**src/ssp_pkg.sv**
```systemverilog
package ssp_pkg;

	// parse phase of the front end
	typedef enum logic [2:0] {
		PH_DIGITS,
		PH_UNIT,
		PH_UNIT_I,
		PH_DONE,
		PH_ERR
	} phase_t;

	// result status codes
	localparam logic [2:0] ST_OK         = 3'd0;
	localparam logic [2:0] ST_NO_DIGITS  = 3'd1;
	localparam logic [2:0] ST_NUM_OVF    = 3'd2;
	localparam logic [2:0] ST_ODD_NIBBLE = 3'd3;
	localparam logic [2:0] ST_BAD_UNIT   = 3'd4;
	localparam logic [2:0] ST_SCALE_OVF  = 3'd5;

	// queue depth between front and back
	localparam int QDEPTH = 2;

	// one finished text, handed from front to back
	typedef struct packed {
		logic [63:0] accum;     // number before scaling
		logic [2:0]  steps;     // unit exponent, scaling steps left
		logic        base_two;  // 1024 steps instead of 1000
		logic [2:0]  status;    // status known at the front, ST_OK if scaling decides
		logic [6:0]  position;  // position to report when no scaling error
	} job_t;

endpackage

```
**src/size_suffix_parser_top.sv**
```systemverilog
// Channel   Direction  Word fields (low bit first)
// s_*       in         tdata[7:0] text_char, tlast is_last
// m_*       out        tdata[63:0] size_value, tdata[70:64] position, tuser[2:0] status
// apb       in/out     0x0 size_limit (64 bits, reset all ones)
//
// One character is taken every cycle; the front end never waits on the scaler
// unless the two-entry job queue is full.
// Results pass the job queue, the scaler and its output register. The scaler
// takes u steps, u being the unit exponent (0 to 6), and one text at a time.
// Reset clears all control state at once; there is no clearing pass.
// A stalled output holds its word while the front parses until the queue fills.
module size_suffix_parser_top
	import ssp_pkg::*;
#(
	parameter int MAX_CHARS = 64
) (
	input  logic        clk,
	input  logic        arst_n,
	input  logic        s_tvalid,
	output logic        s_tready,
	input  logic [7:0]  s_tdata,   // [7:0] text_char
	input  logic        s_tlast,   // is_last
	output logic        m_tvalid,
	input  logic        m_tready,
	output logic [71:0] m_tdata,   // [63:0] size_value, [70:64] position, [71] zero
	output logic [2:0]  m_tuser,   // [2:0] status
	input  logic        psel,
	input  logic        penable,
	input  logic        pwrite,
	input  logic [3:0]  paddr,
	input  logic [63:0] pwdata,
	output logic [63:0] prdata,
	output logic        pready
);

	logic        push, q_full, pop, q_avail;
	job_t        push_job, q_head;
	logic [63:0] size_limit_q;
	logic [63:0] value;
	logic [6:0]  position;

	// configuration register
	assign pready = 1'b1;
	assign prdata = (paddr[3] == 1'b0) ? size_limit_q : 64'd0;

	always_ff @(posedge clk or negedge arst_n) begin
		if (!arst_n) begin
			size_limit_q <= '1;
		end else if (psel && penable && pwrite && pready && paddr[3] == 1'b0) begin
			size_limit_q <= pwdata;
		end
	end

	ssp_front #(.MAX_CHARS(MAX_CHARS)) u_front (
		.clk      (clk),
		.arst_n   (arst_n),
		.in_valid (s_tvalid),
		.in_ready (s_tready),
		.in_char  (s_tdata),
		.in_last  (s_tlast),
		.push     (push),
		.push_job (push_job),
		.q_full   (q_full)
	);

	ssp_queue u_queue (
		.clk      (clk),
		.arst_n   (arst_n),
		.push     (push),
		.push_job (push_job),
		.full     (q_full),
		.pop      (pop),
		.avail    (q_avail),
		.head     (q_head)
	);

	ssp_back u_back (
		.clk          (clk),
		.arst_n       (arst_n),
		.size_limit   (size_limit_q),
		.q_avail      (q_avail),
		.q_head       (q_head),
		.pop          (pop),
		.out_valid    (m_tvalid),
		.out_ready    (m_tready),
		.out_value    (value),
		.out_status   (m_tuser),
		.out_position (position)
	);

	assign m_tdata = {1'b0, position, value};

endmodule

```
**src/ssp_front.sv**
```systemverilog
module ssp_front
	import ssp_pkg::*;
#(
	parameter int MAX_CHARS = 64
) (
	input  logic       clk,
	input  logic       arst_n,
	input  logic       in_valid,
	output logic       in_ready,
	input  logic [7:0] in_char,
	input  logic       in_last,
	output logic       push,
	output job_t       push_job,
	input  logic       q_full
);

	localparam int CW = $clog2(MAX_CHARS + 1);

	localparam logic [7:0] CH_0  = 8'h30;
	localparam logic [7:0] CH_9  = 8'h39;
	localparam logic [7:0] CH_UA = 8'h41;
	localparam logic [7:0] CH_UZ = 8'h5A;
	localparam logic [7:0] CH_N  = 8'h6E;
	localparam logic [7:0] CH_B  = 8'h62;
	localparam logic [7:0] CH_I  = 8'h69;
	localparam logic [7:0] CH_K  = 8'h6B;
	localparam logic [7:0] CH_M  = 8'h6D;
	localparam logic [7:0] CH_G  = 8'h67;
	localparam logic [7:0] CH_T  = 8'h74;
	localparam logic [7:0] CH_P  = 8'h70;
	localparam logic [7:0] CH_E  = 8'h65;

	localparam logic [2:0] UNIT_NONE    = 3'd0;
	localparam logic [2:0] UNIT_UNKNOWN = 3'd7;

	function automatic logic [2:0] letter_code(input logic [7:0] ch);
		logic [2:0] code;
		unique case (ch)
			CH_K:    code = 3'd1;
			CH_M:    code = 3'd2;
			CH_G:    code = 3'd3;
			CH_T:    code = 3'd4;
			CH_P:    code = 3'd5;
			CH_E:    code = 3'd6;
			default: code = UNIT_UNKNOWN;
		endcase
		return code;
	endfunction

	phase_t          phase_q, phase_n;
	logic [63:0]     accum_q, accum_n;
	logic [2:0]      unit_q, unit_n;
	logic            base_two_q, base_two_n;
	logic [CW-1:0]   consumed_q, consumed_n;
	logic [2:0]      err_q, err_n;

	logic            accept;
	logic            is_digit;
	logic [7:0]      lc;
	logic [67:0]     acc_x10;
	logic            num_ovf;
	logic [CW-1:0]   cons_inc;

	assign in_ready = !q_full;
	assign accept   = in_valid && in_ready;

	// character decode and the shift-add for the next decimal digit
	assign is_digit = (in_char >= CH_0) && (in_char <= CH_9);
	assign lc       = ((in_char >= CH_UA) && (in_char <= CH_UZ)) ? in_char + 8'd32 : in_char;
	assign acc_x10  = ({4'd0, accum_q} << 3) + ({4'd0, accum_q} << 1)
	                + {60'd0, in_char - CH_0};
	assign num_ovf  = acc_x10[67:64] != 4'd0;
	assign cons_inc = (consumed_q < CW'(MAX_CHARS)) ? consumed_q + CW'(1) : consumed_q;

	// next phase
	always_comb begin
		phase_n = phase_q;
		unique case (phase_q)
			PH_DIGITS: begin
				priority if (is_digit) begin
					if (num_ovf) phase_n = PH_ERR;
				end else if (consumed_q == '0) begin
					phase_n = PH_ERR;
				end else if (in_char == 8'd0) begin
					phase_n = PH_DONE;
				end else if (lc == CH_N) begin
					phase_n = accum_q[0] ? PH_ERR : PH_DONE;
				end else if (lc == CH_B) begin
					phase_n = PH_DONE;
				end else begin
					phase_n = PH_UNIT;
				end
			end
			PH_UNIT:   phase_n = (lc == CH_I) ? PH_UNIT_I : PH_DONE;
			PH_UNIT_I: phase_n = PH_DONE;
			PH_DONE:   phase_n = PH_DONE;
			PH_ERR:    phase_n = PH_ERR;
			default:   phase_n = PH_ERR;
		endcase
	end

	// parse datapath
	always_comb begin
		accum_n    = accum_q;
		unit_n     = unit_q;
		base_two_n = base_two_q;
		consumed_n = consumed_q;
		err_n      = err_q;
		unique case (phase_q)
			PH_DIGITS: begin
				priority if (is_digit) begin
					if (num_ovf) begin
						err_n = ST_NUM_OVF;
					end else begin
						accum_n    = acc_x10[63:0];
						consumed_n = cons_inc;
					end
				end else if (consumed_q == '0) begin
					err_n = ST_NO_DIGITS;
				end else if (in_char == 8'd0) begin
					accum_n = accum_q;
				end else if (lc == CH_N) begin
					consumed_n = cons_inc;
					if (accum_q[0]) err_n = ST_ODD_NIBBLE;
					else accum_n = accum_q >> 1;
				end else if (lc == CH_B) begin
					consumed_n = cons_inc;
				end else begin
					consumed_n = cons_inc;
					unit_n     = letter_code(lc);
				end
			end
			PH_UNIT: begin
				if (lc == CH_I) begin
					base_two_n = 1'b1;
					consumed_n = cons_inc;
				end else if (lc == CH_B) begin
					consumed_n = cons_inc;
				end
			end
			PH_UNIT_I: begin
				if (lc == CH_B) consumed_n = cons_inc;
			end
			default: begin
				accum_n = accum_q;
			end
		endcase
	end

	// classify the finished text into a job for the back end
	always_comb begin
		push_job.accum    = accum_n;
		push_job.base_two = base_two_n;
		push_job.steps    = 3'd0;
		push_job.position = 7'd0;
		priority if (phase_n == PH_DIGITS && consumed_n == '0) begin
			push_job.status = ST_NO_DIGITS;
		end else if (phase_n == PH_ERR) begin
			push_job.status = err_n;
		end else if (unit_n == UNIT_UNKNOWN) begin
			push_job.status   = ST_BAD_UNIT;
			push_job.position = 7'(consumed_n);
		end else begin
			push_job.status   = ST_OK;
			push_job.steps    = unit_n;
			push_job.position = 7'(consumed_n);
		end
	end

	assign push = accept && in_last;

	// parse state, cleared after the last word of a text
	always_ff @(posedge clk or negedge arst_n) begin
		if (!arst_n) begin
			phase_q    <= PH_DIGITS;
			accum_q    <= '0;
			unit_q     <= UNIT_NONE;
			base_two_q <= 1'b0;
			consumed_q <= '0;
			err_q      <= ST_OK;
		end else if (accept) begin
			if (in_last) begin
				phase_q    <= PH_DIGITS;
				accum_q    <= '0;
				unit_q     <= UNIT_NONE;
				base_two_q <= 1'b0;
				consumed_q <= '0;
				err_q      <= ST_OK;
			end else begin
				phase_q    <= phase_n;
				accum_q    <= accum_n;
				unit_q     <= unit_n;
				base_two_q <= base_two_n;
				consumed_q <= consumed_n;
				err_q      <= err_n;
			end
		end
	end

endmodule

```
**src/ssp_queue.sv**
```systemverilog
module ssp_queue
	import ssp_pkg::*;
(
	input  logic clk,
	input  logic arst_n,
	input  logic push,
	input  job_t push_job,
	output logic full,
	input  logic pop,
	output logic avail,
	output job_t head
);

	localparam int AW = (QDEPTH > 1) ? $clog2(QDEPTH) : 1;
	localparam int NW = $clog2(QDEPTH + 1);

	job_t          slot_q [QDEPTH];
	logic [AW-1:0] wr_q, rd_q;
	logic [NW-1:0] count_q;

	assign full  = count_q == NW'(QDEPTH);
	assign avail = count_q != '0;
	assign head  = slot_q[rd_q];

	// job storage, no reset needed
	always_ff @(posedge clk) begin
		if (push) slot_q[wr_q] <= push_job;
	end

	// pointers and fill count
	always_ff @(posedge clk or negedge arst_n) begin
		if (!arst_n) begin
			wr_q    <= '0;
			rd_q    <= '0;
			count_q <= '0;
		end else begin
			if (push) wr_q <= (wr_q == AW'(QDEPTH - 1)) ? '0 : wr_q + AW'(1);
			if (pop)  rd_q <= (rd_q == AW'(QDEPTH - 1)) ? '0 : rd_q + AW'(1);
			unique case ({push, pop})
				2'b10:   count_q <= count_q + NW'(1);
				2'b01:   count_q <= count_q - NW'(1);
				default: count_q <= count_q;
			endcase
		end
	end

endmodule

```
**src/ssp_back.sv**
```systemverilog
module ssp_back
	import ssp_pkg::*;
(
	input  logic        clk,
	input  logic        arst_n,
	input  logic [63:0] size_limit,
	input  logic        q_avail,
	input  job_t        q_head,
	output logic        pop,
	output logic        out_valid,
	input  logic        out_ready,
	output logic [63:0] out_value,
	output logic [2:0]  out_status,
	output logic [6:0]  out_position
);

	logic        busy_q;
	job_t        job_q;
	logic        ovf_q;
	logic        finish;
	logic [73:0] ext;
	logic [73:0] scaled;

	logic        out_valid_q;
	logic [63:0] value_q;
	logic [2:0]  status_q;
	logic [6:0]  position_q;

	// one scaling step: times 1024 is a shift, times 1000 is 1024 - 16 - 8
	assign ext    = {10'd0, job_q.accum};
	assign scaled = job_q.base_two ? (ext << 10) : (ext << 10) - (ext << 4) - (ext << 3);

	assign finish = busy_q && (job_q.steps == 3'd0) && (!out_valid_q || out_ready);
	assign pop    = q_avail && (!busy_q || finish);

	// scaling loop, one step per cycle
	always_ff @(posedge clk or negedge arst_n) begin
		if (!arst_n) begin
			busy_q <= 1'b0;
		end else if (pop) begin
			busy_q <= 1'b1;
		end else if (finish) begin
			busy_q <= 1'b0;
		end
	end

	always_ff @(posedge clk) begin
		if (pop) begin
			job_q <= q_head;
			ovf_q <= 1'b0;
		end else if (busy_q && job_q.steps != 3'd0) begin
			job_q.accum <= scaled[63:0];
			job_q.steps <= job_q.steps - 3'd1;
			ovf_q       <= ovf_q || (scaled[73:64] != 10'd0);
		end
	end

	// output register, loaded on the final limit check
	always_ff @(posedge clk or negedge arst_n) begin
		if (!arst_n) begin
			out_valid_q <= 1'b0;
		end else if (finish) begin
			out_valid_q <= 1'b1;
		end else if (out_ready) begin
			out_valid_q <= 1'b0;
		end
	end

	always_ff @(posedge clk) begin
		if (finish) begin
			priority if (job_q.status != ST_OK) begin
				value_q    <= 64'd0;
				status_q   <= job_q.status;
				position_q <= job_q.position;
			end else if (ovf_q || job_q.accum > size_limit) begin
				value_q    <= 64'd0;
				status_q   <= ST_SCALE_OVF;
				position_q <= 7'd0;
			end else begin
				value_q    <= job_q.accum;
				status_q   <= ST_OK;
				position_q <= job_q.position;
			end
		end
	end

	assign out_valid    = out_valid_q;
	assign out_value    = value_q;
	assign out_status   = status_q;
	assign out_position = position_q;

endmodule

```
**config.mk**
```make
export PLATFORM = sky130hd
export DESIGN_NAME = size_suffix_parser_top
export DESIGN_NICKNAME = d
export VERILOG_FILES = /design/src/ssp_pkg.sv /design/src/size_suffix_parser_top.sv /design/src/ssp_front.sv /design/src/ssp_queue.sv /design/src/ssp_back.sv
export SDC_FILE = /design/constraint.sdc
export NUM_CORES = 1
export LEC_CHECK = 0
export BUFFER_PORTS_ARGS = -buffer_cell sky130_fd_sc_hd__buf_2
export CAP_MARGIN = 20
export CORE_MARGIN = 1.5
export CORE_UTILIZATION = 28
export CTS_CLUSTER_DIAMETER = 100
export DETAILED_ROUTE_END_ITERATION = 10
export PLACE_DENSITY = 0.4
export SLEW_MARGIN = 5
export SYNTH_ARGS = -nofsm -noshare
export SYNTH_HDL_FRONTEND = slang
export SYNTH_SLANG_ARGS = --single-unit
export TNS_END_PERCENT = 1
```
**constraint.sdc**
```tcl
create_clock -name clk -period 5.2 [get_ports clk]
set_input_delay 1.04 -clock clk [delete_from_list [all_inputs] [get_ports clk]]
set_output_delay 1.04 -clock clk [all_outputs]
set_load 0.01 [all_outputs]
```
==> reports/qor.csv, run 1 <==
stage,metric,value,unit
placement,number of port buffers,220,
global_route,via count of the first global-routing pass,27500,
placement,Post-Place Cells,5248,
critical_path,Reg-to-Reg End,u_back.ovf_q,
timing,largest clock skew in the final design,0.0306,ns
clock_network,root cell of the clock tree,sky130_fd_sc_hd__clkbuf_16,
final_layout,final core utilization,33.3,%
floorplanning,DIE AREA,0.121,mm^2
placement,post-DP HPWL,86200,um
global_route,aggregate global-route resource usage,18.2,%
worst_hold_path,Hold Path Class,primary input to asynchronous set/reset pin,
timing,FMAX,201,MHz
critical_path,arrival time of the worst setup path,5.52,ns
timing,slew at the pin with the worst max-slew slack,0.972,ns
floorplanning,number of primary I/O pins,226,
timing,number of setup violations in the final report,0,
yosys,cell type with the highest aggregate area in the netlist,sky130_fd_sc_hd__edfxtp_1,
clock_network,cts hold-fix bufs,0,
timing,final worst path period need,4.98,ns
timing,Hold Worst Slack,0.368,ns
clock_network,post-CTS sizing,0,
final_layout,fin cells,5354,
yosys,leading cell type by number of instances after synthesis,sky130_fd_sc_hd__nor2_1,
drt,met2 routed wirelength,49800,um
drt,DR iter-0 viols,1665,
timing,remaining max-slew budget at the tightest pin,35.2,%
global_route,number of antenna violations at the first check in global routing,4,
yosys,Post-Syn Nets,3891,
final_layout,Filler Cell Count,12300,
clock_network,clock tree from TritonCTS,built,
floorplanning,placeable core region,0.118,mm^2
clock_network,CTS Sinks,460,
critical_path,Worst Setup End Kind,register,
drt,Antenna Violating Nets Remaining,0,
critical_path,Worst Reg-to-Reg Cells,15,
drt,post-DR wirelength/cell,20.9,um
drt,WL met3,3900,um
yosys,most frequent cells after synthesis,"345 x sky130_fd_sc_hd__nor2_1, 331 x sky130_fd_sc_hd__a21oi_1, 308 x sky130_fd_sc_hd__edfxtp_1",
critical_path,"reg-to-reg slack, setup",0.22,ns
critical_path,CP Class,register to register,
timing,setup slack after layout,0.216,ns
yosys,Synth top area share,27.7,%
drt,number of iterations in the first detailed-routing pass,5,
global_route,pin count of the biggest net entering global routing,84,
yosys,synthesis-stage register bit count,460,
yosys,proportion of synthesized chip area in sequential cells,39.4,%
drt,routed length on met1,55400,um
drt,number of DRC violations after detailed routing,0,
global_route,residual overflow from global routing,0,
clock_network,register clock-pin slew on the reported worst setup and hold paths,0.06,ns
critical_path,crit start category,register,
drt,final wirelength,112000,um
critical_path,critical path peak fanout,4,
yosys,share of async-settable or async-resettable flops after synthesis,32.8,%
clock_network,post-CTS setup-driven buffer insertion count,0,
run_status,outcome,"complete, no violations",
timing,"Hold Vio Cnt, Final",0,
clock_network,number of H-tree branching levels,2,
placement,Place WS,-0.604,ns
drt,top layer reached by signal wires,met5,
drt,vias after detailed routing,27200,
floorplanning,starting utilization of the core area,28.2,%
timing,fin. max-slew vios,0,
timing,setup repair after global routing missed its margin,no,
final_layout,final net count,4191,
yosys,most common flop cell mapped by yosys,sky130_fd_sc_hd__edfxtp_1,
placement,final weighted congestion in routability-driven placement,0.889,
clock_network,Inserted Clock Buffers,55,
yosys,mean instance size in the synthesized netlist,9.61,um^2
yosys,area of the mapped netlist,0.0333,mm^2
floorplanning,row cnt,126,
drt,via count normalized by instance count,5.08,
timing,final clock period utilization by the worst path,95.9,%
run,max cap viols,0,
final_layout,layout overhead on the synthesized area,18.0,%
yosys,most area-consuming cells after synthesis,"sky130_fd_sc_hd__edfxtp_1 28%, sky130_fd_sc_hd__ha_1 10%, sky130_fd_sc_hd__dfrtp_1 6.5%",
floorplanning,die height,348,um
critical_path,WP data required,5.74,ns
yosys,count of flip-flops with a built-in enable after synthesis,308,
yosys,Synth Warn #,0,
clock_network,insertion delay to the later sink of the worst-skew pair,0.64,ns
critical_path,critical register-to-register path startpoint,u_back.ext[2],
final_layout,fraction of final layout cells with drive strength greater than 1,19.5,%
floorplanning,Die Wd,348,um
global_route,first-pass GRT wire length,172000,um
yosys,number of cells produced by synthesis,3469,
clock_network,number of buffers on the longest clock path,3,
yosys,number of different library cells in the post-synthesis netlist,104,
critical_path,worst setup path start,u_back.ext[2],
==> how the worst max path moves through the flow <==
stage                             to  slack (ns)
6_report                u_back.ovf_q        0.22
5_1_grt        u_queue.slot_q[1][11]       0.009
4_1_cts        u_queue.slot_q[0][77]        0.06
3_5_place_dp   u_queue.slot_q[1][77]       -0.60
3_3_place_gp   u_queue.slot_q[1][77]       -0.59
2_1_floorplan  u_queue.slot_q[0][12]        0.24
==> cell families (layout without fill, tap and decap cells) <==
logic type	count (synthesis)	count (layout)	synth area share, %
compound gates	1038	1038	19.9
xor+xnor	135	135	3.57
fa+ha+maj	338	338	14.1
buf+inv	405	752	4.81
flops	460	460	39.4
mux	148	148	4.73
other cells	2	4	0.0225
simple gates	943	943	13.5
==> routing by layer <==
| layer | global-route usage (%) | up-vias |
|---|---|---|
| met1 | 26.0 | 13200 |
| met2 | 28.9 | 510 |
| li1 | - | 13400 |
| met3 | 1.98 | 113 |
| met4 | 5.07 | 2 |
| met5 | 0 | - |
==> layout make-up <==
cell class | count | area [um^2] | area share, %
timing repair buffer | 436 | 2850 | 7.23
sequential | 460 | 13100 | 33.4
multi-input combinational | 2604 | 18700 | 47.5
inverter | 212 | 797 | 2.03
tap | 1536 | 1920 | 4.88
clock inverter | 45 | 528 | 1.34
clock buffer | 59 | 1430 | 3.64
antenna | 2 | 5.00 | 0.0127
==> through the flow <==
step / instance area, um^2 / TNS (ns)
6_report: 39400 / 0
5_1_grt: 39400 / 0
4_1_cts: 39300 / 0
3_5_place_dp: 37400 / -70.97
3_3_place_gp: 37400 / -65.45
2_1_floorplan: 33300 / 0
==> critical path, cell delays in order, from the launching register on <==
cell	delay (ns)
sky130_fd_sc_hd__edfxtp_1	0.54
sky130_fd_sc_hd__inv_1	0.16
sky130_fd_sc_hd__ha_1	0.33
sky130_fd_sc_hd__ha_1	0.37
sky130_fd_sc_hd__and4_1	0.24
sky130_fd_sc_hd__o311a_1	0.22
sky130_fd_sc_hd__o211ai_1	0.16
sky130_fd_sc_hd__a21oi_1	0.39
sky130_fd_sc_hd__o21ai_0	0.36
sky130_fd_sc_hd__a21oi_1	0.52
sky130_fd_sc_hd__a31oi_1	0.23
sky130_fd_sc_hd__a31o_2	0.33
sky130_fd_sc_hd__o31ai_1	0.35
sky130_fd_sc_hd__mux2i_1	0.35
sky130_fd_sc_hd__o31ai_1	0.12
sky130_fd_sc_hd__a211oi_1	0.24
==> flip-flops by register name, indices dropped and copies added, names as in the netlist, 2 cells and up <==
register             cells
u_queue.slot_q         156
u_back.out_value        64
u_queue.count_q          2
u_back.out_position      7
u_back.ext              64
u_front.phase_q          3
u_front.accum_q         64
u_back.out_status        3
u_front.err_q            3
size_limit_q            64
u_front.unit_q           3
u_front.consumed_q       7
u_back.job_q            14
==> cell usage in the layout (no fill, tap or decap), types with 27 or more instances in the layout <==
| cell | synthesis | layout |
|---|---|---|
| sky130_fd_sc_hd__xor2_1 | 58 | 58 |
| sky130_fd_sc_hd__buf_4 | 8 | 206 |
| sky130_fd_sc_hd__nand2_1 | 220 | 218 |
| sky130_fd_sc_hd__fa_1 | 63 | 63 |
| sky130_fd_sc_hd__nand3_1 | 45 | 45 |
| sky130_fd_sc_hd__o21ai_0 | 183 | 182 |
| sky130_fd_sc_hd__clkbuf_16 | 0 | 56 |
| sky130_fd_sc_hd__dfrtp_1 | 87 | 86 |
| sky130_fd_sc_hd__o22ai_1 | 56 | 56 |
| sky130_fd_sc_hd__xnor2_1 | 76 | 76 |
| sky130_fd_sc_hd__o21a_1 | 33 | 33 |
| sky130_fd_sc_hd__ha_1 | 275 | 275 |
| sky130_fd_sc_hd__a31oi_1 | 27 | 27 |
| sky130_fd_sc_hd__buf_2 | 24 | 219 |
| sky130_fd_sc_hd__dfstp_2 | 64 | 64 |
| sky130_fd_sc_hd__inv_1 | 211 | 211 |
| sky130_fd_sc_hd__nand4_1 | 66 | 66 |
| sky130_fd_sc_hd__a21oi_1 | 331 | 331 |
| sky130_fd_sc_hd__mux2i_1 | 72 | 71 |
| sky130_fd_sc_hd__mux2_2 | 76 | 76 |
| sky130_fd_sc_hd__edfxtp_1 | 308 | 308 |
| sky130_fd_sc_hd__a211oi_1 | 71 | 71 |
| sky130_fd_sc_hd__nor3_1 | 43 | 43 |
| sky130_fd_sc_hd__nor2_1 | 345 | 341 |
| sky130_fd_sc_hd__a21o_1 | 97 | 97 |
| sky130_fd_sc_hd__nand2b_1 | 34 | 32 |
| sky130_fd_sc_hd__nor4_1 | 76 | 76 |
Power of run 1 is not shown: default switching activity piles up to over one toggle a cycle in this logic, so the estimate is an artifact.
==> run 2, diff against run 1 <==
CORE_MARGIN = 4   (was 1.5)
==> reports/qor.csv, run 2 (synthesis results as in run 1) <==
stage,metric,value,unit,change
run_status,outcome,"complete, no violations",,unchanged
placement,Place WS,-0.359,ns,was -0.604 ns
floorplanning,die height,353,um,was 348 um
floorplanning,DIE AREA,0.125,mm^2,was 0.121 mm^2
floorplanning,number of primary I/O pins,226,,unchanged
final_layout,final net count,4164,,was 4191
drt,vias after detailed routing,27300,,was 27200
final_layout,Post-Layout Inst Area,0.0390,mm^2,was 0.0394 mm^2
clock_network,post-CTS setup-driven buffer insertion count,0,,unchanged
clock_network,CTS Sinks,460,,unchanged
critical_path,highest cell delay on the worst timing path,0.51,ns,was 0.54 ns
drt,via count normalized by instance count,5.13,,was 5.08
critical_path,number of buffers and inverters on the critical path,4,,was 1
critical_path,WP data required,5.56,ns,was 5.74 ns
global_route,number of antenna violations at the first check in global routing,5,,was 4
critical_path,arrival time of the worst setup path,5.22,ns,was 5.52 ns
clock_network,Inserted Clock Buffers,53,,was 55
floorplanning,starting utilization of the core area,28.2,%,unchanged
floorplanning,Die Wd,353,um,was 348 um
floorplanning,placeable core region,0.118,mm^2,unchanged
placement,number of port buffers,220,,unchanged
placement,post-placement cell area,0.0372,mm^2,was 0.0374 mm^2
drt,post-DR wirelength/cell,21.0,um,was 20.9 um
global_route,via count of the first global-routing pass,27500,,about the same
drt,DR iter-0 viols,1753,,was 1665
final_layout,"flip-flop count of the largest register, all copies and words added",156,,unchanged
critical_path,cell-by-cell trace of the critical path,"buf_2, inv_1, ha_1, a21oi_1, xnor2_1, fa_1, inv_1, ha_1, a21oi_1, nand2_1, o21a_1, a211oi_2, nand4_1, a31oi_1, mux2i_1, nor2_4, nand2_4, a21oi_4, buf_12, o21ai_0",,"was inv_1, ha_1, ha_1, and4_1, o311a_1, o211ai_1, a21oi_1, o21ai_0, a21oi_1, a31oi_1, a31o_2, o31ai_1, mux2i_1, o31ai_1, a211oi_1"
drt,Antenna Violating Nets Remaining,0,,unchanged
timing,number of setup violations in the final report,0,,unchanged
timing,Hold Worst Slack,0.357,ns,was 0.368 ns
timing,fin. max-slew vios,0,,unchanged
global_route,aggregate global-route resource usage,17.5,%,was 18.2%
clock_network,root cell of the clock tree,sky130_fd_sc_hd__clkbuf_16,,unchanged
placement,post-DP HPWL,85600,um,was 86200 um
drt,number of iterations in the first detailed-routing pass,6,,was 5
critical_path,slowest cell on the critical path,sky130_fd_sc_hd__o21ai_0,,was sky130_fd_sc_hd__edfxtp_1
clock_network,number of buffers on the longest clock path,3,,unchanged
worst_hold_path,Hold Path Class,primary input to asynchronous set/reset pin,,unchanged
run,max cap viols,0,,unchanged
timing,final clock period utilization by the worst path,93.5,%,was 95.9%
drt,final wirelength,112000,um,about the same
global_route,pin count of the biggest net entering global routing,99,,was 84
drt,number of DRC violations after detailed routing,0,,unchanged
final_layout,final core utilization,33.0,%,was 33.3%
clock_network,clock tree from TritonCTS,built,,unchanged
critical_path,crit start category,primary input,,was register
timing,setup slack after layout,0.340,ns,was 0.216 ns
timing,setup repair after global routing missed its margin,no,,unchanged
timing,remaining max-slew budget at the tightest pin,30.1,%,was 35.2%
global_route,first-pass GRT wire length,172000,um,about the same
timing,"Hold Vio Cnt, Final",0,,unchanged
critical_path,Top Family by Delay on Critical Path,compound AO/OA/AOI/OAI gates,,unchanged
floorplanning,row cnt,126,,unchanged
critical_path,critical path peak fanout,30,,was 4
timing,FMAX,206,MHz,was 201 MHz
global_route,residual overflow from global routing,0,,unchanged
final_layout,layout overhead on the synthesized area,17.0,%,was 18.0%
final_layout,"most common cell after layout, fill and taps aside",sky130_fd_sc_hd__nor2_1,,unchanged
final_layout,"top library cells by usage in the layout, fill and taps aside","341 x sky130_fd_sc_hd__nor2_1, 330 x sky130_fd_sc_hd__a21oi_1, 308 x sky130_fd_sc_hd__edfxtp_1",,"was 341 x sky130_fd_sc_hd__nor2_1, 331 x sky130_fd_sc_hd__a21oi_1, 308 x sky130_fd_sc_hd__edfxtp_1"
critical_path,Worst Setup End Kind,register,,unchanged
clock_network,register clock-pin slew on the reported worst setup and hold paths,0.06,ns,about the same
timing,slew at the pin with the worst max-slew slack,1.05,ns,was 0.972 ns
critical_path,CP Class,primary input to register,,was register to register
final_layout,largest register by flop count,u_queue.slot_q,,unchanged
clock_network,insertion delay to the later sink of the worst-skew pair,0.65,ns,was 0.64 ns
clock_network,number of H-tree branching levels,2,,unchanged
timing,final worst path period need,4.86,ns,was 4.98 ns
placement,final weighted congestion in routability-driven placement,0.859,,was 0.889
timing,largest clock skew in the final design,0.0339,ns,was 0.0306 ns
final_layout,fraction of final layout cells with drive strength greater than 1,18.4,%,was 19.5%
final_layout,Filler Cell Count,12400,,was 12300
[run 2: final cells by class]
| type | count | area, um^2 | area share (%) |
|---|---|---|---|
| antenna | 1 | 2.50 | 0.00641 |
| inverter | 212 | 797 | 2.04 |
| multi-input combinational | 2604 | 18700 | 47.9 |
| timing repair buffer | 411 | 2700 | 6.93 |
| sequential | 460 | 13100 | 33.7 |
| tap | 1536 | 1920 | 4.92 |
| clock buffer | 83 | 1560 | 4.00 |
| clock inverter | 15 | 215 | 0.551 |
[run 2: layer usage]
| layer | share of wire, % | GRT usage [%] | vias to the layer above | routed length, um |
|---|---|---|---|---|
| li1 | - | - | 13400 | - |
| met1 | 48 | 24.8 | 13200 | 53900 |
| met2 | 44 | 27.5 | 589 | 49300 |
| met3 | 5.0 | 2.99 | 133 | 5560 |
| met4 | 2.8 | 4.89 | 4 | 3160 |
| met5 | 0.023 | 0 | - | 26 |
[run 2: path summary, 6_finish.rpt]
check                                 from                     to  slack, ns  depth (start not counted)
hold reg to reg            u_back.job_q[8]   u_back.out_status[1]       0.47                          0
setup reg to reg             u_back.ext[5]           u_back.ovf_q       0.37                         16
setup / recovery                s_tdata[6]  u_queue.slot_q[0][77]       0.34                         20
hold / removal                      arst_n       u_back.out_valid       0.36                          1
min in group clk           u_back.job_q[8]   u_back.out_status[1]       0.47                          0
max in group asynchronous           arst_n           u_queue.rd_q       3.74                          2
[run 2: timing repair]
item	4_1_cts	5_1_grt
endpoints found under the setup margin	0	1
hold buffers	0	0
gates resized for setup	0	1
[run 2: stage by stage]
step | cells | TNS, ns
2_1_floorplan | 3469 | 0
3_3_place_gp | 5223 | -35.61
3_5_place_dp | 5223 | -36.59
4_1_cts | 5321 | 0
5_1_grt | 5321 | 0
6_report | 5322 | 0
Power of run 2 is left out for the same reason.
